===== src/hw/rtl/carp_pkg.sv =====
// carp_pkg: shared types, constants and hash helpers for the weighted hash peer selector
// no dependencies; used by every module of the block

package carp_pkg;

  localparam int HASH_W      = 32;
  localparam int IDX_W       = 3;
  localparam int BYTE_W      = 8;
  localparam int MASK_W      = 8;
  localparam int CNT_W       = 4;
  localparam int ROT_STEP    = 19;
  localparam int ROT_FINISH  = 21;
  localparam logic [HASH_W-1:0] HASH_MUL = 32'h6253_1965;

  typedef enum logic [1:0] {
    OP_NAME = 2'd0,
    OP_MULT = 2'd1,
    OP_KEY  = 2'd2
  } op_t;

  typedef struct packed {
    logic             found;
    logic [IDX_W-1:0] selected_peer;
    logic             busy;
  } sel_status_t;

  function automatic logic [HASH_W-1:0] rotl(input logic [HASH_W-1:0] x, input int n);
    return (x << n) | (x >> (HASH_W - n));
  endfunction

  // acc + rotl(acc, 19) + sign-extended byte, mod 2^32
  function automatic logic [HASH_W-1:0] fold_byte(input logic [HASH_W-1:0] acc,
                                                  input logic [BYTE_W-1:0] b);
    logic [HASH_W-1:0] sx;
    sx = {{(HASH_W-BYTE_W){b[BYTE_W-1]}}, b};
    return acc + rotl(acc, ROT_STEP) + sx;
  endfunction

endpackage


===== src/hw/rtl/carp_if.sv =====
// carp_if: request, result and configuration channels of the peer selector
// depends on carp_pkg for field widths

interface carp_req_if #(parameter int MULT_W = 20);
  logic                              valid;
  logic                              ready;
  logic [1:0]                        op;
  logic [carp_pkg::IDX_W-1:0]        peer_index;
  logic [carp_pkg::BYTE_W-1:0]       data_byte;
  logic                              last;
  logic [MULT_W-1:0]                 multiplier;
  logic [carp_pkg::MASK_W-1:0]       eligible_mask;

  modport source (output valid, op, peer_index, data_byte, last, multiplier, eligible_mask,
                  input ready);
  modport sink   (input valid, op, peer_index, data_byte, last, multiplier, eligible_mask,
                  output ready);
endinterface

interface carp_res_if;
  logic                       valid;
  logic                       ready;
  logic                       found;
  logic [carp_pkg::IDX_W-1:0] selected_peer;

  modport source (output valid, found, selected_peer, input ready);
  modport sink   (input valid, found, selected_peer, output ready);
endinterface

interface carp_cfg_if;
  logic                       valid;
  logic                       ready;
  logic [carp_pkg::CNT_W-1:0] peer_count;

  modport source (output valid, peer_count, input ready);
  modport sink   (input valid, peer_count, output ready);
endinterface


===== src/hw/rtl/carp_peer_mem.sv =====
// carp_peer_mem: peer hash and load multiplier memories, one write and one read port each
// registered read data; depends on carp_pkg

module carp_peer_mem #(
  parameter int DEPTH  = 8,
  parameter int AW     = 3,
  parameter int MULT_W = 20
) (
  input  logic                        clk,
  input  logic                        hash_we,
  input  logic [AW-1:0]               hash_waddr,
  input  logic [carp_pkg::HASH_W-1:0] hash_wdata,
  input  logic                        mult_we,
  input  logic [AW-1:0]               mult_waddr,
  input  logic [MULT_W-1:0]           mult_wdata,
  input  logic [AW-1:0]               raddr,
  output logic [carp_pkg::HASH_W-1:0] rd_hash,
  output logic [MULT_W-1:0]           rd_mult
);

  logic [carp_pkg::HASH_W-1:0] hash_mem [DEPTH];
  logic [MULT_W-1:0]           mult_mem [DEPTH];

  always_ff @(posedge clk) begin
    if (hash_we) begin
      hash_mem[hash_waddr] <= hash_wdata;
    end
    rd_hash <= hash_mem[raddr];
  end

  always_ff @(posedge clk) begin
    if (mult_we) begin
      mult_mem[mult_waddr] <= mult_wdata;
    end
    rd_mult <= mult_mem[raddr];
  end

endmodule


===== src/hw/rtl/carp_finish.sv =====
// carp_finish: hash finisher h += h * 0x62531965, then rotate left by 21
// one register stage after the multiply; depends on carp_pkg

module carp_finish (
  input  logic                        clk,
  input  logic [carp_pkg::HASH_W-1:0] h_in,
  output logic [carp_pkg::HASH_W-1:0] h_out
);

  logic [carp_pkg::HASH_W-1:0] h_r;
  logic [carp_pkg::HASH_W-1:0] p_r;
  logic [carp_pkg::HASH_W-1:0] prod;

  // only the low word of the product is kept
  assign prod = h_in * carp_pkg::HASH_MUL;

  always_ff @(posedge clk) begin
    h_r <= h_in;
    p_r <= prod;
  end

  assign h_out = carp_pkg::rotl(h_r + p_r, carp_pkg::ROT_FINISH);

endmodule


===== src/hw/rtl/carp_select.sv =====
// carp_select: scores each peer as finished hash times multiplier and keeps the best
// two register stages then a running max; depends on carp_pkg

module carp_select #(
  parameter int MULT_W = 20
) (
  input  logic                        clk,
  input  logic                        rst,
  input  logic                        start,
  input  logic                        in_v,
  input  logic [carp_pkg::HASH_W-1:0] in_hash,
  input  logic [MULT_W-1:0]           in_mult,
  input  logic [carp_pkg::IDX_W-1:0]  in_idx,
  output carp_pkg::sel_status_t       status
);

  localparam int SCORE_W = carp_pkg::HASH_W + MULT_W;

  logic                        c_v;
  logic [carp_pkg::HASH_W-1:0] c_hash;
  logic [MULT_W-1:0]           c_mult;
  logic [carp_pkg::IDX_W-1:0]  c_idx;
  logic                        p_v;
  logic [SCORE_W-1:0]          prod;
  logic [carp_pkg::IDX_W-1:0]  p_idx;
  logic [SCORE_W-1:0]          best;
  logic [carp_pkg::IDX_W-1:0]  sel;
  logic                        found;

  always_ff @(posedge clk) begin
    c_hash <= in_hash;
    c_mult <= in_mult;
    c_idx  <= in_idx;
    prod   <= SCORE_W'(c_hash) * SCORE_W'(c_mult);
    p_idx  <= c_idx;
  end

  always_ff @(posedge clk) begin
    if (rst) begin
      c_v <= 1'b0;
      p_v <= 1'b0;
    end else begin
      c_v <= in_v;
      p_v <= c_v;
    end
  end

  // strict compare keeps the first peer on ties and needs a score above zero
  always_ff @(posedge clk) begin
    if (rst) begin
      found <= 1'b0;
      sel   <= '0;
      best  <= '0;
    end else if (start) begin
      found <= 1'b0;
      sel   <= '0;
      best  <= '0;
    end else if (p_v && (prod > best)) begin
      found <= 1'b1;
      sel   <= p_idx;
      best  <= prod;
    end
  end

  assign status.found         = found;
  assign status.selected_peer = sel;
  assign status.busy          = c_v | p_v;

  a_found_has_score: assert property (@(posedge clk) disable iff (rst)
    found |-> (best != '0)) else $error("found set with zero best score");
  a_no_score_no_found: assert property (@(posedge clk) disable iff (rst)
    $past(start) |-> !found && (sel == '0)) else $error("selection not cleared on start");
  a_sel_from_pipe: assert property (@(posedge clk) disable iff (rst)
    $rose(found) |-> $past(p_v)) else $error("found rose without a scored peer");

endmodule


===== src/hw/rtl/carp_weighted_hash_peer_select_core.sv =====
// carp_weighted_hash_peer_select_core: top level of the weighted hash peer selector
// depends on carp_pkg, carp_if, carp_peer_mem, carp_finish and carp_select

// Peer name bytes, multiplier writes and non-final key bytes are taken one per cycle while the
// state is idle. After a final name byte the request port drops ready through states NAME1 and
// NAME2 while the hash finisher's multiplier runs and the hash is written to the peer memory. A
// final key byte walks the active peers through the single read port of the peer memory, one
// peer per cycle, then drains the finish, score and compare stages. It walks peers 0 to n - 1
// with n = min(peer_count, MAX_PEERS, 8), and goes straight to the result when n is 0. The result
// sits in an output register; further requests are taken while it waits, unless the next final
// key byte finishes scoring first. The peer tables read as undefined until written.
module carp_weighted_hash_peer_select_core #(
  parameter int MAX_PEERS      = 8,
  parameter int MULT_FRAC_BITS = 16
) (
  input  logic       clk,
  input  logic       rst,
  carp_req_if.sink   req,
  carp_res_if.source res,
  carp_cfg_if.sink   cfg
);

  localparam int MULT_W   = 4 + MULT_FRAC_BITS;
  localparam int AW       = (MAX_PEERS > 1) ? $clog2(MAX_PEERS) : 1;
  localparam int SCAN_LIM = (MAX_PEERS < carp_pkg::MASK_W) ? MAX_PEERS : carp_pkg::MASK_W;

  typedef enum logic [5:0] {
    ST_IDLE  = 6'b000001,
    ST_NAME1 = 6'b000010,
    ST_NAME2 = 6'b000100,
    ST_SCAN  = 6'b001000,
    ST_DRAIN = 6'b010000,
    ST_DONE  = 6'b100000
  } state_t;

  function automatic logic [AW-1:0] to_addr(input logic [carp_pkg::IDX_W-1:0] i);
    logic [AW+carp_pkg::IDX_W-1:0] w;
    w = (AW+carp_pkg::IDX_W)'(i);
    return w[AW-1:0];
  endfunction

  state_t                       state, state_next;
  logic [carp_pkg::CNT_W-1:0]   peer_count;
  logic [carp_pkg::HASH_W-1:0]  name_acc;
  logic [carp_pkg::HASH_W-1:0]  key_acc;
  logic [carp_pkg::HASH_W-1:0]  hold_hash;
  logic [carp_pkg::IDX_W-1:0]   name_idx;
  logic [carp_pkg::MASK_W-1:0]  mask_r;
  logic [carp_pkg::CNT_W-1:0]   scan_n;
  logic [carp_pkg::IDX_W-1:0]   scan_idx;
  logic                         s0_v, s1_v;
  logic [carp_pkg::IDX_W-1:0]   s0_idx, s1_idx;
  logic [MULT_W-1:0]            s1_mult;
  logic                         res_v;
  logic                         res_found;
  logic [carp_pkg::IDX_W-1:0]   res_sel;

  carp_pkg::op_t                op;
  logic                         accept;
  logic                         key_done;
  logic                         name_done;
  logic [carp_pkg::HASH_W-1:0]  fold_val;
  logic [carp_pkg::CNT_W-1:0]   count_sat;
  logic                         scan_end;
  logic                         pipe_empty;
  logic                         res_load;
  logic                         hash_we, mult_we;
  logic [carp_pkg::HASH_W-1:0]  rd_hash;
  logic [MULT_W-1:0]            rd_mult;
  logic [carp_pkg::HASH_W-1:0]  fin_in, fin_out;
  carp_pkg::sel_status_t        sel_st;

  assign op        = carp_pkg::op_t'(req.op);
  assign req.ready = (state == ST_IDLE);
  assign accept    = req.valid && req.ready;
  assign key_done  = accept && (op == carp_pkg::OP_KEY) && req.last;
  assign name_done = accept && (op == carp_pkg::OP_NAME) && req.last;
  assign fold_val  = carp_pkg::fold_byte((op == carp_pkg::OP_NAME) ? name_acc : key_acc,
                                         req.data_byte);
  assign count_sat = (int'(peer_count) > SCAN_LIM) ? carp_pkg::CNT_W'(SCAN_LIM) : peer_count;
  assign scan_end  = ({1'b0, scan_idx} == (scan_n - 1'b1));
  assign pipe_empty = !s0_v && !s1_v && !sel_st.busy;
  assign res_load  = (state == ST_DONE) && (!res_v || res.ready);

  assign cfg.ready = 1'b1;

  always_ff @(posedge clk) begin
    if (rst) begin
      peer_count <= '0;
    end else if (cfg.valid) begin
      peer_count <= cfg.peer_count;
    end
  end

  always_comb begin
    state_next = state;
    case (state)
      ST_IDLE: begin
        if (name_done) begin
          state_next = ST_NAME1;
        end else if (key_done) begin
          state_next = (count_sat == '0) ? ST_DONE : ST_SCAN;
        end
      end
      ST_NAME1: state_next = ST_NAME2;
      ST_NAME2: state_next = ST_IDLE;
      ST_SCAN: begin
        if (scan_end) begin
          state_next = ST_DRAIN;
        end
      end
      ST_DRAIN: begin
        if (pipe_empty) begin
          state_next = ST_DONE;
        end
      end
      ST_DONE: begin
        if (res_load) begin
          state_next = ST_IDLE;
        end
      end
      default: state_next = ST_IDLE;
    endcase
  end

  always_ff @(posedge clk) begin
    if (rst) begin
      state    <= ST_IDLE;
      name_acc <= '0;
      key_acc  <= '0;
      scan_idx <= '0;
      s0_v     <= 1'b0;
      s1_v     <= 1'b0;
      res_v    <= 1'b0;
    end else begin
      state <= state_next;
      if (accept && (op == carp_pkg::OP_NAME)) begin
        name_acc <= req.last ? '0 : fold_val;
      end
      if (accept && (op == carp_pkg::OP_KEY)) begin
        key_acc <= req.last ? '0 : fold_val;
      end
      if (key_done) begin
        scan_idx <= '0;
      end else if (state == ST_SCAN) begin
        scan_idx <= scan_idx + 1'b1;
      end
      s0_v <= (state == ST_SCAN) && mask_r[scan_idx];
      s1_v <= s0_v;
      if (res_load) begin
        res_v <= 1'b1;
      end else if (res.ready) begin
        res_v <= 1'b0;
      end
    end
  end

  // payload registers
  always_ff @(posedge clk) begin
    if (name_done || key_done) begin
      hold_hash <= fold_val;
    end
    if (name_done) begin
      name_idx <= req.peer_index;
    end
    if (key_done) begin
      mask_r <= req.eligible_mask;
      scan_n <= count_sat;
    end
    s0_idx  <= scan_idx;
    s1_idx  <= s0_idx;
    s1_mult <= rd_mult;
    if (res_load) begin
      res_found <= sel_st.found;
      res_sel   <= sel_st.selected_peer;
    end
  end

  // table writes happen only outside the scan, so reads never see a write in flight
  assign hash_we = (state == ST_NAME2) && (int'(name_idx) < MAX_PEERS);
  assign mult_we = accept && (op == carp_pkg::OP_MULT) && (int'(req.peer_index) < MAX_PEERS);

  carp_peer_mem #(
    .DEPTH  (MAX_PEERS),
    .AW     (AW),
    .MULT_W (MULT_W)
  ) u_mem (
    .clk        (clk),
    .hash_we    (hash_we),
    .hash_waddr (to_addr(name_idx)),
    .hash_wdata (fin_out),
    .mult_we    (mult_we),
    .mult_waddr (to_addr(req.peer_index)),
    .mult_wdata (req.multiplier),
    .raddr      (to_addr(scan_idx)),
    .rd_hash    (rd_hash),
    .rd_mult    (rd_mult)
  );

  // the finisher is shared by name hashing and peer scoring
  assign fin_in = (state == ST_NAME1) ? hold_hash : (hold_hash ^ rd_hash);

  carp_finish u_fin (
    .clk   (clk),
    .h_in  (fin_in),
    .h_out (fin_out)
  );

  carp_select #(
    .MULT_W (MULT_W)
  ) u_sel (
    .clk     (clk),
    .rst     (rst),
    .start   (key_done),
    .in_v    (s1_v),
    .in_hash (fin_out),
    .in_mult (s1_mult),
    .in_idx  (s1_idx),
    .status  (sel_st)
  );

  assign res.valid         = res_v;
  assign res.found         = res_found;
  assign res.selected_peer = res_sel;

  a_idle_pipe_empty: assert property (@(posedge clk) disable iff (rst)
    (state == ST_IDLE) |-> pipe_empty) else $error("scan pipeline busy while idle");
  a_no_write_in_scan: assert property (@(posedge clk) disable iff (rst)
    ((state == ST_SCAN) || (state == ST_DRAIN)) |-> !hash_we && !mult_we)
    else $error("peer table written during scan");
  a_result_from_done: assert property (@(posedge clk) disable iff (rst)
    $rose(res_v) |-> $past(state == ST_DONE)) else $error("result loaded outside done");
  a_key_leaves_idle: assert property (@(posedge clk) disable iff (rst)
    key_done |=> (state != ST_IDLE)) else $error("final key byte did not start a scan");

endmodule


===== src/flat_wrapper.sv =====
// flat-port wrapper written by rule: the top's interface ports become plain ports
module carp_weighted_hash_peer_select_core_flat 
#(
  parameter int MAX_PEERS      = 8,
  parameter int MULT_FRAC_BITS = 16
)
  (clk, rst, req_valid, req_op, req_peer_index, req_data_byte, req_last, req_multiplier, req_eligible_mask, req_ready, res_valid, res_found, res_selected_peer, res_ready, cfg_valid, cfg_peer_count, cfg_ready);
  carp_req_if #(.MULT_W((4 + MULT_FRAC_BITS))) req_i ();
  carp_res_if res_i ();
  carp_cfg_if cfg_i ();
  input  logic clk;
  input  logic rst;
  input wire logic [$bits(req_i.valid)-1:0] req_valid;
  input wire logic [$bits(req_i.op)-1:0] req_op;
  input wire logic [$bits(req_i.peer_index)-1:0] req_peer_index;
  input wire logic [$bits(req_i.data_byte)-1:0] req_data_byte;
  input wire logic [$bits(req_i.last)-1:0] req_last;
  input wire logic [$bits(req_i.multiplier)-1:0] req_multiplier;
  input wire logic [$bits(req_i.eligible_mask)-1:0] req_eligible_mask;
  output wire logic [$bits(req_i.ready)-1:0] req_ready;
  output wire logic [$bits(res_i.valid)-1:0] res_valid;
  output wire logic [$bits(res_i.found)-1:0] res_found;
  output wire logic [$bits(res_i.selected_peer)-1:0] res_selected_peer;
  input wire logic [$bits(res_i.ready)-1:0] res_ready;
  input wire logic [$bits(cfg_i.valid)-1:0] cfg_valid;
  input wire logic [$bits(cfg_i.peer_count)-1:0] cfg_peer_count;
  output wire logic [$bits(cfg_i.ready)-1:0] cfg_ready;
  assign req_i.valid = req_valid;
  assign req_i.op = req_op;
  assign req_i.peer_index = req_peer_index;
  assign req_i.data_byte = req_data_byte;
  assign req_i.last = req_last;
  assign req_i.multiplier = req_multiplier;
  assign req_i.eligible_mask = req_eligible_mask;
  assign req_ready = req_i.ready;
  assign res_valid = res_i.valid;
  assign res_found = res_i.found;
  assign res_selected_peer = res_i.selected_peer;
  assign res_i.ready = res_ready;
  assign cfg_i.valid = cfg_valid;
  assign cfg_i.peer_count = cfg_peer_count;
  assign cfg_ready = cfg_i.ready;
  carp_weighted_hash_peer_select_core #(.MAX_PEERS(MAX_PEERS), .MULT_FRAC_BITS(MULT_FRAC_BITS)) u_core (.clk(clk), .rst(rst), .req(req_i), .res(res_i), .cfg(cfg_i));
endmodule

===== config.mk =====
export PLATFORM = sky130hd
export DESIGN_NAME = carp_weighted_hash_peer_select_core_flat
export DESIGN_NICKNAME = d
export VERILOG_FILES = /design/src/hw/rtl/carp_pkg.sv /design/src/hw/rtl/carp_if.sv /design/src/hw/rtl/carp_peer_mem.sv /design/src/hw/rtl/carp_finish.sv /design/src/hw/rtl/carp_select.sv /design/src/hw/rtl/carp_weighted_hash_peer_select_core.sv /design/src/flat_wrapper.sv
export SDC_FILE = /design/constraint.sdc
export NUM_CORES = 2
export LEC_CHECK = 0
export BUFFER_PORTS_ARGS = -buffer_cell sky130_fd_sc_hd__buf_4
export CAP_MARGIN = 40
export CORE_MARGIN = 5
export CORE_UTILIZATION = 45
export DETAILED_ROUTE_END_ITERATION = 7
export MAX_ROUTING_LAYER = met4
export PLACE_DENSITY = 0.61
export SLEW_MARGIN = 10
export SYNTH_ARGS = -nofsm -noshare
export SYNTH_HDL_FRONTEND = slang
export SYNTH_SLANG_ARGS = --single-unit

===== constraint.sdc =====
create_clock -name clk -period 8.2 [get_ports clk]
set_input_delay 2.05 -clock clk [delete_from_list [all_inputs] [get_ports clk]]
set_output_delay 2.05 -clock clk [all_outputs]
set_load 0.02 [all_outputs]

==> impl_metrics.tcl <==
set metrics [dict create \
    maxCapViolCount 0 \
    viasPerCell 5.164 \
    crit_path_max_fanout 12 \
    hold_viol 0 \
    path_clk_slew_ps 70 \
    fin_crit_sh_pct 95.95 \
    clk_latency_ps 720 \
    worstMarginPinSlew_ps 972.1 \
    drt_first_iter_violations 2345 \
    netlist_instances 5484 \
    synth_edf_count 459 \
    die_area_mm2 0.1439 \
    hpwlAfterDp_um 113300 \
    hold_class "reg -> reg" \
    fin_nets 6802 \
    finalSetupTns_ps 0 \
    grt.total_usage_pct 21.73 \
    grt_pass1_vias 40060 \
    synth_ff_type "edfxtp_1" \
    start_util_pct 45.32 \
    ctsResizeCount 0 \
    yosysUniqueCellTypes 86 \
    path_class "reg -> reg" \
    io_buffers 56 \
    wl_um 148500 \
    start_kind "flip-flop" \
    h-tree-depth 3 \
    areaGrowthSynthToFinish_pct 10.33 \
    clock-sinks 845 \
    antenna_found_initial 4 \
    routedWlPerCell_um 20.03 \
    ys_top_cells_by_count "inv_1 (1023), fa_1 (708), nand2_1 (586)" \
    slew_headroom_pct 35.19 \
    post_cts_buffers 0 \
    cts_hold_buf 0 \
    synth_top_area_cell "fa_1" \
    yosys.area.top_type_share_pct 23.08 \
    numCtsBuffers 89 \
    cts-root-buf "clkbuf_16" \
    overflow 0 \
    syn_area_per_cell_um2 11.20 \
    synth_area_mm2 0.06140 \
    core_area_mm2 0.1355 \
    io_pins 58 \
    cts_buffer_depth 3 \
    nFillCells 12100 \
    fin_util_pct 50.01 \
    ant_nets 0 \
    maxSlewViolCount 0 \
    ys_ff_latch 845 \
    whs_ps 308.5 \
    grt_max_degree 99 \
    cts_tree "done" \
    num_antenna_cells 0 \
    grt_pass1_wl_um 233400 \
    yosys-top-cells-area "fa_1 (23%), edfxtp_1 (22%), dfxtp_1 (13%)" \
    yosys_warnings 0 \
    rows 135 \
    ys_seq_area_share_pct 35.03 \
    remaining_drc_errors 0 \
    via_count 38280 \
    final-setup-viol-count 0 \
    skew_ps 82.01 \
    drtPass1Iterations 7 \
    fin_crit_ps 7868 \
    rsz0062_at_grt "false" \
    drive_above_1_share_pct 9.659 \
    yosysMostFrequentCell "inv_1" \
    die_y_um 379.4 \
    die_w_um 379.4 \
    required_ps 8790 \
    synthArstFlopShare_pct 0 \
    crit_arrival_ps 8450 \
    gp_congestion 0.9215 \
    fmax_mhz 127.1 \
    status "finished clean" \
    cp-end-kind "flip-flop" \
]
-- layout make-up --
cell class,count,area [um2],share of cell area (%)
Clock buffer,116,2450,3.616
Clock inverter,50,639.4,0.9438
Inverter,1024,3844,5.674
Multi-Input combinational cell,3405,35340,52.17
Sequential cell,845,21520,31.77
Tap cell,1781,2228,3.290
Timing Repair Buffer,192,1714,2.530
-- critical path: stages, from the launching register on --
cell and delay (ps):
dfxtp_1 370, nor2_2 210, nand4b_2 480, nand2_1 270, xnor2_1 210, buf_4 230, ha_1 250, inv_1 80
fa_1 420, fa_1 540, inv_1 50, fa_1 430, ha_1 320, fa_1 500, fa_1 500, inv_1 50
fa_1 480, inv_1 40, ha_1 360, and4_1 230, a221o_1 320, a21o_1 220, a211oi_2 300, o21bai_1 170
a211oi_1 390, a21oi_1 140, xnor2_1 140
-- through the flow --
step	setup slack, ps	instance area (um2)	instances
after global placement	162.7	64170	7218
after detailed placement	392.1	64640	7246
final	332.2	67740	7413
after floorplan	590.3	61420	5489
after global routing	28.71	67740	7413
after CTS	347.7	67730	7412
-- cell families after synthesis --
group           after synthesis  synth area share (%)
simple gates               1263                 9.914
mux                         251                 6.315
flops                       845                 35.03
fa+ha+maj                  1194                 32.99
compound gates              493                 5.213
buf+inv                    1239                 7.656
xor+xnor                    197                 2.869
other cells                   2               0.01223
-- layer usage --
layer	GRT usage [%]	wire (um)	vias to the layer above
met5	-	0	-
met3	3.334	8574	210
met1	29.41	65690	19310
li1	-	-	17770
met4	6.024	4171	0
met2	34.42	70010	993
-- registers in the layout, indices dropped and copies added (netlist names), 6 cells and up --
name and flops:
u_core.u_mem.hash_mem 248, u_core.mask_r 8, u_core.u_sel.prod 52, u_core.u_mem.rd_mult 20, u_core.s1_mult 20, u_core.u_mem.rd_hash 31
u_core.u_sel.c_mult 20, u_core.u_mem.mult_mem 160, u_core.u_sel.c_hash 31, u_core.u_fin.h_r 30, u_core.u_sel.best 52, u_core.hold_hash 32
u_core.key_acc 32, u_core.u_fin.p_r 32, u_core.name_acc 32, u_core.state 6
-- path summary, 6_finish.rpt --
kind,startpoint,end,slack (ps),depth (start not counted)
max,u_core.state[5]$_SDFFE_PP0P_,u_core.u_fin.p_r[31]$_DFF_P_,330,26
min reg2reg,u_core.s1_mult[1]$_DFF_P_,u_core.u_sel.c_mult[1]$_DFF_P_,310,0
min,u_core.s1_mult[1]$_DFF_P_,u_core.u_sel.c_mult[1]$_DFF_P_,310,0
max reg2reg,u_core.state[5]$_SDFFE_PP0P_,u_core.u_fin.p_r[31]$_DFF_P_,330,26
-- layout by cell type (no fill, tap or decap), drive strengths merged, types with 104 or more instances in the layout --
master,Yosys,layout
inv,1024,1029
buf,38,192
a21oi,174,174
nor2,135,135
xnor2,154,154
mux4,104,104
and2,309,309
fa,708,708
ha,486,486
clkbuf,177,116
edfxtp,459,459
nand2,587,587
dfxtp,386,386
Power is not shown: default switching activity piles up to over one toggle a cycle in this logic, so the estimate is an artifact.
